--- src/rtl/fstseq_pkg.sv ---
// ----------------------------------------------------------------------------
// fstseq_pkg
// Shared types, constants and tables of the faded sine tone sequencer.
// ----------------------------------------------------------------------------
package fstseq_pkg;

    // Tone and table geometry
    localparam int BUCKET_LEN     = 512;
    localparam int FADE_LEN       = 24;
    localparam int SAMPLE_RATE    = 16000;
    localparam int SINE_ENTRIES   = 1024;
    localparam int MS_PER_SECOND  = 1000;
    localparam int SAMPLES_PER_MS = SAMPLE_RATE / MS_PER_SECOND;

    // Port widths
    localparam int OP_W   = 2;
    localparam int FREQ_W = 14;
    localparam int DUR_W  = 16;
    localparam int SID_W  = 2;
    localparam int SMPL_W = 16;
    localparam int AMP_W  = 15;
    localparam int MAG_W  = 15;

    // Derived widths
    localparam int PH_W   = $clog2(SAMPLE_RATE);
    localparam int CNT_W  = DUR_W + $clog2(SAMPLES_PER_MS);
    localparam int POS_W  = $clog2(BUCKET_LEN);
    localparam int BLEN_W = POS_W + 1;
    localparam int SUM_W  = BLEN_W + 1;
    localparam int W_W    = $clog2(FADE_LEN + 1);
    localparam int IDX_W  = $clog2(SINE_ENTRIES);
    localparam int SINE_HALF = SINE_ENTRIES / 2;
    localparam int SINE_QTR  = SINE_ENTRIES / 4;
    localparam int QTR_W  = $clog2(SINE_QTR);
    localparam int ENT_W  = 4;

    // Phase to table index: floor(phase * SINE_ENTRIES / SAMPLE_RATE) by reciprocal
    localparam int IDX_SHIFT = 2 * PH_W;
    localparam longint unsigned IDX_RECIP =
        ((64'(SINE_ENTRIES) << IDX_SHIFT) + 64'(SAMPLE_RATE) - 64'd1) / 64'(SAMPLE_RATE);
    localparam int RECIP_W = $clog2(IDX_RECIP + 1);

    // Fade scaling: divide by 32767 * 24 as /8, /3 (reciprocal), /32767 (shift-add)
    localparam int P1_W = MAG_W + AMP_W;
    localparam int P2_W = P1_W + W_W;
    localparam int Q_W  = 2 * MAG_W;
    localparam longint unsigned DIV3_RECIP = 64'h0000_0000_AAAA_AAAB;
    localparam int DIV3_SHIFT = 33;

    localparam logic [AMP_W-1:0] AMP_RESET = AMP_W'(22890);

    localparam longint unsigned PI_Q30   = 64'd3373259426;
    localparam longint unsigned ONE_Q30  = 64'd1073741824;
    localparam longint unsigned Q15_FULL = 64'd32767;

    typedef enum logic [OP_W-1:0] {
        OP_TICK = 2'd0,
        OP_TONE = 2'd1,
        OP_SEQ  = 2'd2
    } t_op;

    localparam logic [SID_W-1:0] SEQ_TWO_TONE = 2'd0;
    localparam logic [SID_W-1:0] SEQ_BOOT     = 2'd1;

    typedef enum logic [2:0] {
        ST_IDLE,
        ST_IDX,
        ST_ROM,
        ST_MAG,
        ST_WT,
        ST_DIV,
        ST_OUT
    } t_state;

    typedef struct packed {
        logic take;
        logic en_idx;
        logic en_rom;
        logic en_mag;
        logic en_wt;
        logic en_div;
        logic load_out;
    } t_cmd;

    typedef struct packed {
        logic tick_go;
        logic out_free;
    } t_status;

    typedef struct packed {
        logic [FREQ_W-1:0] hz;
        logic [DUR_W-1:0]  ms;
    } t_entry;

    function automatic logic [ENT_W-1:0] seq_len(input logic sel);
        return sel ? ENT_W'(7) : ENT_W'(4);
    endfunction

    function automatic t_entry seq_entry(input logic sel, input logic [ENT_W-1:0] idx);
        t_entry e;
        e.hz = '0;
        e.ms = '0;
        if (sel) begin
            case (idx)
                4'd0:    begin e.hz = 14'd2218; e.ms = 16'd38; end
                4'd1:    begin e.hz = 14'd0;    e.ms = 16'd77; end
                4'd2:    begin e.hz = 14'd1319; e.ms = 16'd38; end
                4'd3:    begin e.hz = 14'd0;    e.ms = 16'd77; end
                4'd4:    begin e.hz = 14'd2218; e.ms = 16'd38; end
                4'd5:    begin e.hz = 14'd0;    e.ms = 16'd77; end
                4'd6:    begin e.hz = 14'd2637; e.ms = 16'd38; end
                default: begin e.hz = 14'd0;    e.ms = 16'd0;  end
            endcase
        end else begin
            case (idx)
                4'd0:    begin e.hz = 14'd2000; e.ms = 16'd100; end
                4'd1:    begin e.hz = 14'd0;    e.ms = 16'd50;  end
                4'd2:    begin e.hz = 14'd4000; e.ms = 16'd100; end
                4'd3:    begin e.hz = 14'd0;    e.ms = 16'd50;  end
                default: begin e.hz = 14'd0;    e.ms = 16'd0;   end
            endcase
        end
        return e;
    endfunction

    // Quarter-wave sine magnitude for folded index j (angle pi*j/SINE_HALF),
    // Taylor series to x^17 in Q30 with truncated terms, rounded half up to Q15.
    // Evaluated at elaboration only.
    function automatic logic [MAG_W-1:0] sine_q15(input int unsigned j);
        longint unsigned x;
        longint unsigned x2;
        longint unsigned term;
        longint unsigned v;
        longint          sum;
        x    = (PI_Q30 * 64'(2 * j)) / 64'(SINE_ENTRIES);
        x2   = (x * x) >> 30;
        term = x;
        sum  = longint'(x);
        term = ((term * x2) >> 30) / 64'd6;   sum = sum - longint'(term);
        term = ((term * x2) >> 30) / 64'd20;  sum = sum + longint'(term);
        term = ((term * x2) >> 30) / 64'd42;  sum = sum - longint'(term);
        term = ((term * x2) >> 30) / 64'd72;  sum = sum + longint'(term);
        term = ((term * x2) >> 30) / 64'd110; sum = sum - longint'(term);
        term = ((term * x2) >> 30) / 64'd156; sum = sum + longint'(term);
        term = ((term * x2) >> 30) / 64'd210; sum = sum - longint'(term);
        term = ((term * x2) >> 30) / 64'd272; sum = sum + longint'(term);
        if (sum < 0) begin
            sum = 0;
        end
        if (sum > longint'(ONE_Q30)) begin
            sum = longint'(ONE_Q30);
        end
        v = (64'(sum) * Q15_FULL + (ONE_Q30 >> 1)) >> 30;
        return v[MAG_W-1:0];
    endfunction

endpackage

--- src/rtl/fstseq_ctrl.sv ---
// ----------------------------------------------------------------------------
// fstseq_ctrl
// Sequencer that accepts requests and steps one sample through the datapath.
// ----------------------------------------------------------------------------
module fstseq_ctrl (
    input  logic                i_clk,
    input  logic                i_rst_n,
    input  logic                i_in_valid,
    input  fstseq_pkg::t_status i_status,
    output fstseq_pkg::t_cmd    o_cmd,
    output logic                o_in_stall
);
    import fstseq_pkg::*;

    t_state r_state;
    t_state n_state;

    always_ff @(posedge i_clk) begin
        if (!i_rst_n) begin
            r_state <= ST_IDLE;
        end else begin
            r_state <= n_state;
        end
    end

    always_comb begin
        n_state = r_state;
        case (r_state)
            ST_IDLE: begin
                if (i_in_valid && i_status.tick_go) begin
                    n_state = ST_IDX;
                end
            end
            ST_IDX: n_state = ST_ROM;
            ST_ROM: n_state = ST_MAG;
            ST_MAG: n_state = ST_WT;
            ST_WT:  n_state = ST_DIV;
            ST_DIV: n_state = ST_OUT;
            ST_OUT: begin
                if (i_status.out_free) begin
                    n_state = ST_IDLE;
                end
            end
            default: n_state = ST_IDLE;
        endcase
    end

    always_comb begin
        o_cmd      = '0;
        o_in_stall = 1'b1;
        case (r_state)
            ST_IDLE: begin
                o_in_stall = 1'b0;
                o_cmd.take = i_in_valid;
            end
            ST_IDX: o_cmd.en_idx = 1'b1;
            ST_ROM: o_cmd.en_rom = 1'b1;
            ST_MAG: o_cmd.en_mag = 1'b1;
            ST_WT:  o_cmd.en_wt  = 1'b1;
            ST_DIV: o_cmd.en_div = 1'b1;
            ST_OUT: o_cmd.load_out = i_status.out_free;
            default: o_in_stall = 1'b1;
        endcase
    end

endmodule

--- src/rtl/fstseq_dp.sv ---
// ----------------------------------------------------------------------------
// fstseq_dp
// Tone state, sine lookup, fade scaling and the output register.
// ----------------------------------------------------------------------------
module fstseq_dp (
    input  logic                             i_clk,
    input  logic                             i_rst_n,
    input  fstseq_pkg::t_cmd                 i_cmd,
    output fstseq_pkg::t_status              o_status,
    input  logic [fstseq_pkg::OP_W-1:0]      i_operation,
    input  logic [fstseq_pkg::FREQ_W-1:0]    i_frequency_hz,
    input  logic [fstseq_pkg::DUR_W-1:0]     i_duration_ms,
    input  logic [fstseq_pkg::SID_W-1:0]     i_sequence_id,
    input  logic                             i_cfg_wr,
    input  logic [fstseq_pkg::AMP_W-1:0]     i_cfg_data,
    output logic                             o_out_valid,
    input  logic                             i_out_stall,
    output logic signed [fstseq_pkg::SMPL_W-1:0] o_sample,
    output logic                             o_audible,
    output logic                             o_last
);
    import fstseq_pkg::*;

    // Tone state
    logic [PH_W-1:0]  r_phase,   n_phase;
    logic [CNT_W-1:0] r_count,   n_count;
    logic [CNT_W-1:0] r_total,   n_total;
    logic [PH_W-1:0]  r_step,    n_step;
    logic             r_audible, n_audible;
    logic             r_busy,    n_busy;
    logic             r_in_seq,  n_in_seq;
    logic             r_seq_sel, n_seq_sel;
    logic [ENT_W-1:0] r_entry,   n_entry;
    logic [AMP_W-1:0] r_amp;

    // Per-sample working registers
    logic [PH_W-1:0]  r_ph_s;
    logic [POS_W-1:0] r_pos;
    logic [CNT_W-1:0] r_rem;
    logic             r_aud_s;
    logic             r_last_s;
    logic [IDX_W-1:0] r_idx;
    logic [W_W-1:0]   r_w;
    logic [MAG_W-1:0] r_smag;
    logic             r_sneg;
    logic [P1_W-1:0]  r_p1;
    logic [P2_W-1:0]  r_p2;
    logic [Q_W-1:0]   r_q24;

    // Output register
    logic                     r_out_valid;
    logic signed [SMPL_W-1:0] r_sample;
    logic                     r_aud_o;
    logic                     r_last_o;

    t_op              op;
    logic             take_tick;
    logic [CNT_W-1:0] count_inc;
    logic [PH_W:0]    phase_sum;
    logic [PH_W-1:0]  phase_nxt;
    logic             last_hit;
    logic [ENT_W-1:0] entry_inc;
    logic             more;
    t_entry           nxt_entry;
    t_entry           ld;
    logic             do_ld;
    logic             tick_last;

    assign op        = t_op'(i_operation);
    assign take_tick = i_cmd.take && (op == OP_TICK) && r_busy;
    assign count_inc = r_count + CNT_W'(1);
    assign phase_sum = (PH_W+1)'(r_phase) + (PH_W+1)'(r_step);
    assign phase_nxt = (phase_sum >= (PH_W+1)'(SAMPLE_RATE))
                     ? PH_W'(phase_sum - (PH_W+1)'(SAMPLE_RATE)) : PH_W'(phase_sum);
    assign last_hit  = count_inc >= r_total;
    assign entry_inc = r_entry + ENT_W'(1);
    assign more      = r_in_seq && (entry_inc < seq_len(r_seq_sel));
    assign nxt_entry = seq_entry(r_seq_sel, entry_inc);

    always_comb begin
        n_phase   = r_phase;
        n_count   = r_count;
        n_total   = r_total;
        n_step    = r_step;
        n_audible = r_audible;
        n_busy    = r_busy;
        n_in_seq  = r_in_seq;
        n_seq_sel = r_seq_sel;
        n_entry   = r_entry;
        do_ld     = 1'b0;
        tick_last = 1'b0;
        ld.hz     = i_frequency_hz;
        ld.ms     = i_duration_ms;
        if (i_cmd.take) begin
            case (op)
                OP_TONE: begin
                    n_in_seq = 1'b0;
                    do_ld    = 1'b1;
                end
                OP_SEQ: begin
                    if (i_sequence_id inside {SEQ_TWO_TONE, SEQ_BOOT}) begin
                        n_seq_sel = i_sequence_id[0];
                        n_in_seq  = 1'b1;
                        n_entry   = '0;
                        do_ld     = 1'b1;
                        ld        = seq_entry(i_sequence_id[0], '0);
                    end
                end
                OP_TICK: begin
                    if (r_busy) begin
                        n_phase = phase_nxt;
                        n_count = count_inc;
                        if (last_hit) begin
                            if (more) begin
                                n_entry = entry_inc;
                                do_ld   = 1'b1;
                                ld      = nxt_entry;
                                if (nxt_entry.ms == '0) begin
                                    tick_last = 1'b1;
                                end
                            end else begin
                                tick_last = 1'b1;
                            end
                        end
                    end
                end
                default: ;
            endcase
        end
        // Begin a tone: reduce the step once, clear phase and position
        if (do_ld) begin
            n_step    = (ld.hz >= FREQ_W'(SAMPLE_RATE))
                      ? PH_W'(ld.hz - FREQ_W'(SAMPLE_RATE)) : PH_W'(ld.hz);
            n_audible = ld.hz != '0;
            n_total   = CNT_W'(ld.ms) * CNT_W'(SAMPLES_PER_MS);
            n_count   = '0;
            n_phase   = '0;
            n_busy    = ld.ms != '0;
        end else if (tick_last) begin
            n_busy = 1'b0;
        end
    end

    always_ff @(posedge i_clk) begin
        if (!i_rst_n) begin
            r_phase   <= '0;
            r_count   <= '0;
            r_total   <= '0;
            r_step    <= '0;
            r_audible <= 1'b0;
            r_busy    <= 1'b0;
            r_in_seq  <= 1'b0;
            r_seq_sel <= 1'b0;
            r_entry   <= '0;
            r_amp     <= AMP_RESET;
        end else begin
            r_phase   <= n_phase;
            r_count   <= n_count;
            r_total   <= n_total;
            r_step    <= n_step;
            r_audible <= n_audible;
            r_busy    <= n_busy;
            r_in_seq  <= n_in_seq;
            r_seq_sel <= n_seq_sel;
            r_entry   <= n_entry;
            if (i_cfg_wr) begin
                r_amp <= i_cfg_data;
            end
        end
    end

    // Snapshot the sample's position before the state advances
    always_ff @(posedge i_clk) begin
        if (take_tick) begin
            r_ph_s   <= r_phase;
            r_pos    <= r_count[POS_W-1:0];
            r_rem    <= r_total - (r_count & ~CNT_W'(BUCKET_LEN - 1));
            r_aud_s  <= r_audible;
            r_last_s <= tick_last;
        end
    end

    // Table index and fade weight
    logic [PH_W+RECIP_W-1:0] idx_prod;
    logic [BLEN_W-1:0]       blen;
    logic [SUM_W-1:0]        fade_sum;
    logic [W_W-1:0]          w_nxt;

    assign idx_prod = (PH_W+RECIP_W)'(r_ph_s) * (PH_W+RECIP_W)'(IDX_RECIP);
    assign blen     = (r_rem < CNT_W'(BUCKET_LEN)) ? r_rem[BLEN_W-1:0] : BLEN_W'(BUCKET_LEN);
    assign fade_sum = SUM_W'(r_pos) + SUM_W'(FADE_LEN);

    always_comb begin
        if (r_pos < POS_W'(FADE_LEN)) begin
            w_nxt = W_W'(r_pos);
        end else if (fade_sum > SUM_W'(blen)) begin
            w_nxt = W_W'(blen - BLEN_W'(r_pos));
        end else begin
            w_nxt = W_W'(FADE_LEN);
        end
    end

    always_ff @(posedge i_clk) begin
        if (i_cmd.en_idx) begin
            r_idx <= idx_prod[IDX_SHIFT +: IDX_W];
            r_w   <= w_nxt;
        end
    end

    // Quarter-wave table, folded lookup
    logic [MAG_W-1:0] rom [SINE_QTR];
    localparam logic [MAG_W-1:0] SINE_PEAK = sine_q15(SINE_QTR);

    for (genvar g = 0; g < SINE_QTR; g++) begin : g_rom
        assign rom[g] = sine_q15(g);
    end

    logic             fold_neg;
    logic [IDX_W:0]   fold_half;
    logic [IDX_W-1:0] fold_j;

    assign fold_neg  = r_idx > IDX_W'(SINE_HALF);
    assign fold_half = fold_neg ? ((IDX_W+1)'(SINE_ENTRIES) - (IDX_W+1)'(r_idx))
                                : (IDX_W+1)'(r_idx);
    assign fold_j    = (fold_half > (IDX_W+1)'(SINE_QTR))
                     ? IDX_W'((IDX_W+1)'(SINE_HALF) - fold_half) : IDX_W'(fold_half);

    always_ff @(posedge i_clk) begin
        if (i_cmd.en_rom) begin
            r_smag <= (fold_j == IDX_W'(SINE_QTR)) ? SINE_PEAK : rom[fold_j[QTR_W-1:0]];
            r_sneg <= fold_neg;
        end
    end

    // Scale by amplitude, then by fade weight, then divide by 24
    logic [63:0] div3_prod;

    assign div3_prod = 64'(r_p2[P2_W-1:3]) * DIV3_RECIP;

    always_ff @(posedge i_clk) begin
        if (i_cmd.en_mag) begin
            r_p1 <= P1_W'(r_smag) * P1_W'(r_amp);
        end
        if (i_cmd.en_wt) begin
            r_p2 <= P2_W'(r_p1) * P2_W'(r_w);
        end
        if (i_cmd.en_div) begin
            r_q24 <= div3_prod[DIV3_SHIFT +: Q_W];
        end
    end

    // Divide by 32767 with shift-add, apply sign, load output
    logic [Q_W:0]              q_sum;
    logic [MAG_W-1:0]          mag;
    logic signed [SMPL_W-1:0]  sample_nxt;

    assign q_sum = (Q_W+1)'(r_q24) + (Q_W+1)'(r_q24 >> MAG_W) + (Q_W+1)'(1);
    assign mag   = q_sum[MAG_W +: MAG_W];

    always_comb begin
        if (!r_aud_s) begin
            sample_nxt = '0;
        end else if (r_sneg) begin
            sample_nxt = -$signed(SMPL_W'(mag));
        end else begin
            sample_nxt = $signed(SMPL_W'(mag));
        end
    end

    always_ff @(posedge i_clk) begin
        if (!i_rst_n) begin
            r_out_valid <= 1'b0;
        end else if (i_cmd.load_out) begin
            r_out_valid <= 1'b1;
        end else if (!i_out_stall) begin
            r_out_valid <= 1'b0;
        end
    end

    always_ff @(posedge i_clk) begin
        if (i_cmd.load_out) begin
            r_sample <= sample_nxt;
            r_aud_o  <= r_aud_s;
            r_last_o <= r_last_s;
        end
    end

    assign o_status.tick_go  = (op == OP_TICK) && r_busy;
    assign o_status.out_free = !r_out_valid || !i_out_stall;

    assign o_out_valid = r_out_valid;
    assign o_sample    = r_sample;
    assign o_audible   = r_aud_o;
    assign o_last      = r_last_o;

    a_busy_in_range: assert property (@(posedge i_clk) disable iff (!i_rst_n)
        r_busy |-> (r_count < r_total))
        else $error("busy tone has run past its length");

    a_entry_in_seq: assert property (@(posedge i_clk) disable iff (!i_rst_n)
        r_in_seq |-> (r_entry < seq_len(r_seq_sel)))
        else $error("sequence entry beyond sequence length");

    a_silent_zero: assert property (@(posedge i_clk) disable iff (!i_rst_n)
        (r_out_valid && !r_aud_o) |-> (r_sample == '0))
        else $error("silent entry produced a nonzero sample");

    a_peak_bound: assert property (@(posedge i_clk) disable iff (!i_rst_n)
        (r_out_valid && r_aud_o) |->
            ((r_sample[SMPL_W-1] ? -r_sample : r_sample) <= $signed(SMPL_W'(r_amp))))
        else $error("sample magnitude exceeds amplitude");

endmodule

--- src/rtl/faded_sine_tone_sequencer.sv ---
// A tick taken while a tone is busy yields a sample once the output register is free.
// Requests stall until that tick's six-step datapath walk ends
// (index multiply, table fold, two scale multiplies, divide, output load).
// Start requests, idle ticks and ignored requests are taken while idle and give no result.
// Reset (synchronous, active low) leaves the block idle with amplitude 22890.
// ----------------------------------------------------------------------------
// faded_sine_tone_sequencer
// Sine tone generator with bucket fades and two stored tone sequences.
// ----------------------------------------------------------------------------
module faded_sine_tone_sequencer (
    input  logic                                 i_clk,
    input  logic                                 i_rst_n,
    // Request channel
    input  logic                                 i_in_valid,
    output logic                                 o_in_stall,
    input  logic [fstseq_pkg::OP_W-1:0]          i_operation,
    input  logic [fstseq_pkg::FREQ_W-1:0]        i_frequency_hz,
    input  logic [fstseq_pkg::DUR_W-1:0]         i_duration_ms,
    input  logic [fstseq_pkg::SID_W-1:0]         i_sequence_id,
    // Sample channel
    output logic                                 o_out_valid,
    input  logic                                 i_out_stall,
    output logic signed [fstseq_pkg::SMPL_W-1:0] o_sample,
    output logic                                 o_audible,
    output logic                                 o_last,
    // Amplitude register write
    input  logic                                 i_cfg_valid,
    output logic                                 o_cfg_ready,
    input  logic [fstseq_pkg::AMP_W-1:0]         i_cfg_data
);
    import fstseq_pkg::*;

    t_cmd    cmd;
    t_status status;

    // The user must write the amplitude only while idle; the block does not enforce this, ready is tied high
    assign o_cfg_ready = 1'b1;

    // Controller: accept requests, then walk one sample through the datapath,
    // holding in the output step until the output register is free.
    fstseq_ctrl u_ctrl (
        .i_clk      (i_clk),
        .i_rst_n    (i_rst_n),
        .i_in_valid (i_in_valid),
        .i_status   (status),
        .o_cmd      (cmd),
        .o_in_stall (o_in_stall)
    );

    // Datapath: tone state, sine table, fade scaling and output register.
    fstseq_dp u_dp (
        .i_clk          (i_clk),
        .i_rst_n        (i_rst_n),
        .i_cmd          (cmd),
        .o_status       (status),
        .i_operation    (i_operation),
        .i_frequency_hz (i_frequency_hz),
        .i_duration_ms  (i_duration_ms),
        .i_sequence_id  (i_sequence_id),
        .i_cfg_wr       (i_cfg_valid && o_cfg_ready),
        .i_cfg_data     (i_cfg_data),
        .o_out_valid    (o_out_valid),
        .i_out_stall    (i_out_stall),
        .o_sample       (o_sample),
        .o_audible      (o_audible),
        .o_last         (o_last)
    );

endmodule
--- config.mk ---
export PLATFORM = sky130hd
export DESIGN_NAME = faded_sine_tone_sequencer
export DESIGN_NICKNAME = d
export VERILOG_FILES = /design/src/rtl/fstseq_pkg.sv /design/src/rtl/fstseq_ctrl.sv /design/src/rtl/fstseq_dp.sv /design/src/rtl/faded_sine_tone_sequencer.sv
export SDC_FILE = /design/constraint.sdc
export NUM_CORES = 2
export LEC_CHECK = 0
export CAP_MARGIN = 20
export CORE_UTILIZATION = 55
export DETAILED_ROUTE_END_ITERATION = 8
export DONT_BUFFER_PORTS = 1
export GPL_ROUTABILITY_DRIVEN = 1
export PLACE_DENSITY = 0.7
export RECOVER_POWER = 50
export SLEW_MARGIN = 20
export SYNTH_ARGS = -nofsm -noshare
export SYNTH_HDL_FRONTEND = slang
export SYNTH_SLANG_ARGS = --single-unit
--- constraint.sdc ---
create_clock -name i_clk -period 8.5 [get_ports i_clk]
set_clock_uncertainty 0.1 [all_clocks]
set_input_delay 0.425 -clock i_clk [delete_from_list [all_inputs] [get_ports i_clk]]
set_output_delay 0.425 -clock i_clk [all_outputs]
set_load 0.01 [all_outputs]
==> impl_metrics.json <==
{
  "status": "complete, but fails checks",
  "violations": "DRC, capacitance limit, slew limit",
  "startpoint_type": "register",
  "cts_tree": "built",
  "postCtsSetupBuffers": 0,
  "synthCells": 5330,
  "die_h_um": 302,
  "seq_area_frac_synth": 0.147,
  "layout_min_cycle_time_ps": 7910,
  "cts_root_buf": "clkbuf_16",
  "drtPass1Iterations": 8,
  "synth.most_common_cell": "inv_1",
  "rows": 109,
  "initial_core_util": 0.557,
  "post_synth.cell_area_avg_sq_um": 9.28,
  "synth_area_sq_um": 49500,
  "slowest_stage": "fa_1",
  "synth-main-ff-cell": "edfxtp_1",
  "wirelength_mm": 138,
  "synth-edff-count": 182,
  "dieArea_sq_um": 91100,
  "worstPathMaxFanout": 6,
  "wl_per_cell_um": 21.3,
  "timing.max_cap.violations": 6,
  "synth_nets": 6796,
  "synth_top_area_share": 0.280,
  "numPortBuffers": 0,
  "path_clk_slew_ps": 70,
  "setup_tns_ps": 0,
  "grt_antenna_before_repair": 1,
  "slowest_delay_ps": 590,
  "leakagePower_nw": 25.3,
  "max_freq_mhz": 126,
  "worstPathArrival_ps": 8140,
  "yosys_warnings": 0,
  "grt_pass1_vias": 39000,
  "drtIter0Drc": 3495,
  "antenna_cells": 0,
  "finalHoldViolCount": 0,
  "cts_buffers": 37,
  "fp.dieW_um": 302,
  "vdd_ir_drop_max_uv": 391,
  "grt_pass1_wl_mm": 217,
  "pin_count": 75,
  "finalSetupViolCount": 0,
  "gr-total-overflow": 0,
  "clk_latency_ps": 610,
  "dp_cells": 6359,
  "ys_ff_latch": 273,
  "gp_congestion": 1.07,
  "vias_per_cell": 5.95,
  "cts_buffer_depth": 3,
  "drive_gt1_frac": 0.0339,
  "drtAntennaViolNets": 0,
  "async_flop_share": 0,
  "cpMostUsedCell": "fa_1",
  "critPathKind": "reg2reg",
  "synthTopCellsByCount": "inv_1, ha_1, fa_1",
  "synth_area_leaders": "fa_1, ha_1, edfxtp_1",
  "path_delay_family": "adder cells",
  "rsz0062_at_grt": "no",
  "path_buf_inv": 5,
  "synth_cell_types": 105,
  "fin_crit_sh": 0.930,
  "via_count": 38600,
  "grt_max_degree": 77,
  "nNetsFinal": 6753,
  "stdcell_count": 6480,
  "grt.total_usage": 0.306,
  "cts.htree.levels": 2,
  "max_slew_margin": -1.50,
  "tightest_slew_ps": 3750,
  "synth_top_area_cell": "fa_1",
  "cts_sinks": 273,
  "hold_path_class": "in2reg",
  "maxSlewViolCount": 224,
  "syn2layout_area_growth_pct": 5.87,
  "drc": 2,
  "crit_required_ps": 8740,
  "endpoint_kind": "register",
  "p_per_area_nw_per_um2": 127,
  "fp.coreArea_sq_um": 88800,
  "dp_hpwl_mm": 111
}
## registers in the layout, summed over array words and instances (netlist names), 15 cells and up
| signal | flops |
|---|---|
| u_dp.r_p2 | 32 |
| u_dp.r_p1 | 30 |
| u_dp.r_q24 | 30 |
| u_dp.r_count | 20 |
| u_dp.o_sample | 16 |
| u_dp.r_rem | 16 |
| u_dp.r_total | 16 |
| u_dp.r_amp | 15 |
| u_dp.r_smag | 15 |
## metal layers
layer,part of all wire,global-route usage
met4,0.039,0.112
met1,0.43,0.419
met5,0.000094,0
met3,0.077,0.0448
met2,0.46,0.494
## final cells by class
type                       instances  area (sq um)
fill                            7848         36400
sequential                       273          7290
inverter                         925          3470
multi-input combinational       3937         37900
timing repair buffer             113           951
clock inverter                    27           347
clock buffer                      40           947
tap                             1165          1460
## power breakdown
part | total, W | leakage, nW | switching (W) | internal, W
Clock | 0.00165 | 0.637 | 0.000675 | 0.000975
Sequential | 0.00164 | 2.42 | 0.0000482 | 0.00159
Combinational | 0.00338 | 22.3 | 0.00197 | 0.00140
## cells in the final DEF, fill, tap and decap left out, drive strengths merged, types with 16 or more instances in the layout
cell and count:
or2 22, clkinv 23, ha 720, dfxtp 91, and3 24, a211o 16
a21o 84, fa 692, xnor2 136, o21a 33, a311oi 17, and2 180
inv 923, o211ai 46, nor2 255, o31ai 17, nor2b 29, nor4 28
dlygate4sd3 53, a31oi 30, or3 23, a21oi 260, nor3 76, a221oi 22
nand2 498, nand2b 44, a2111oi 18, o21ai 159, buf 50, o22ai 23
mux2i 27, edfxtp 182, clkbuf 50, nand3 88, a211oi 70, xor2 85
nand4 23
## kinds of logic after synthesis
| group | count (synthesis) | synth area share |
|---|---|---|
| AOI/OAI and AO/OA | 945 | 0.130 |
| xor gates and xnor gates | 221 | 0.0393 |
| adders and majority gates | 1412 | 0.462 |
| buffers and inverters | 1120 | 0.0873 |
| DFF | 273 | 0.147 |
| muxes | 32 | 0.00660 |
| other | 1 | 0.0000758 |
| and+or+nand+nor | 1326 | 0.128 |
## worst paths after layout
kind	from	to	slack (ps)	cells after the start
max	u_dp.r_p2[24]	u_dp.r_q24[29]	590	25
min	i_frequency_hz[11]	u_dp.r_step[11]	50	2
max reg2reg	u_dp.r_p2[24]	u_dp.r_q24[29]	590	25
min reg2reg	u_dp.r_last_s	u_dp.o_last	340	0
## per-stage QoR
| step | hold slack, ps | power [W] | worst slack (ps) | util | cell area, sq um |
|---|---|---|---|---|---|
| floorplan | 300 | 0.00409 | 1050 | - | 49500 |
| global placement | 316 | 0.00488 | 678 | 0.570 | 50600 |
| detailed placement | 333 | 0.00494 | 607 | 0.570 | 50600 |
| CTS | 3.68 | 0.00669 | 577 | 0.590 | 52400 |
| global route | 28.4 | 0.00711 | 76.4 | 0.590 | 52400 |
| finish | 45.6 | 0.00667 | 594 | 0.590 | 52400 |
## worst register-to-register path, cell delays in order, from the launching register on
cell and delay (ps):
edfxtp_1 530, ha_1 430, fa_1 570, fa_1 520, inv_1 60, fa_1 570
inv_1 80, fa_1 590, fa_1 440, fa_1 500, inv_1 50, fa_1 490
inv_1 40, ha_1 380, nand2_1 100, nor3_1 350, nand2_1 90, nor3_1 310
a211oi_1 130, buf_4 170, o31ai_1 360, a221oi_1 150, o21ai_0 270, a21o_1 190
a21oi_1 80, xnor2_1 120
## timing repair
item,4_1_cts,5_1_grt
setup endpoints to repair,0,0
gates resized for setup,0,0
hold buffers,53,0
hold endpoints to repair,44,0
Note: power is estimated with default switching activity, not from simulation.
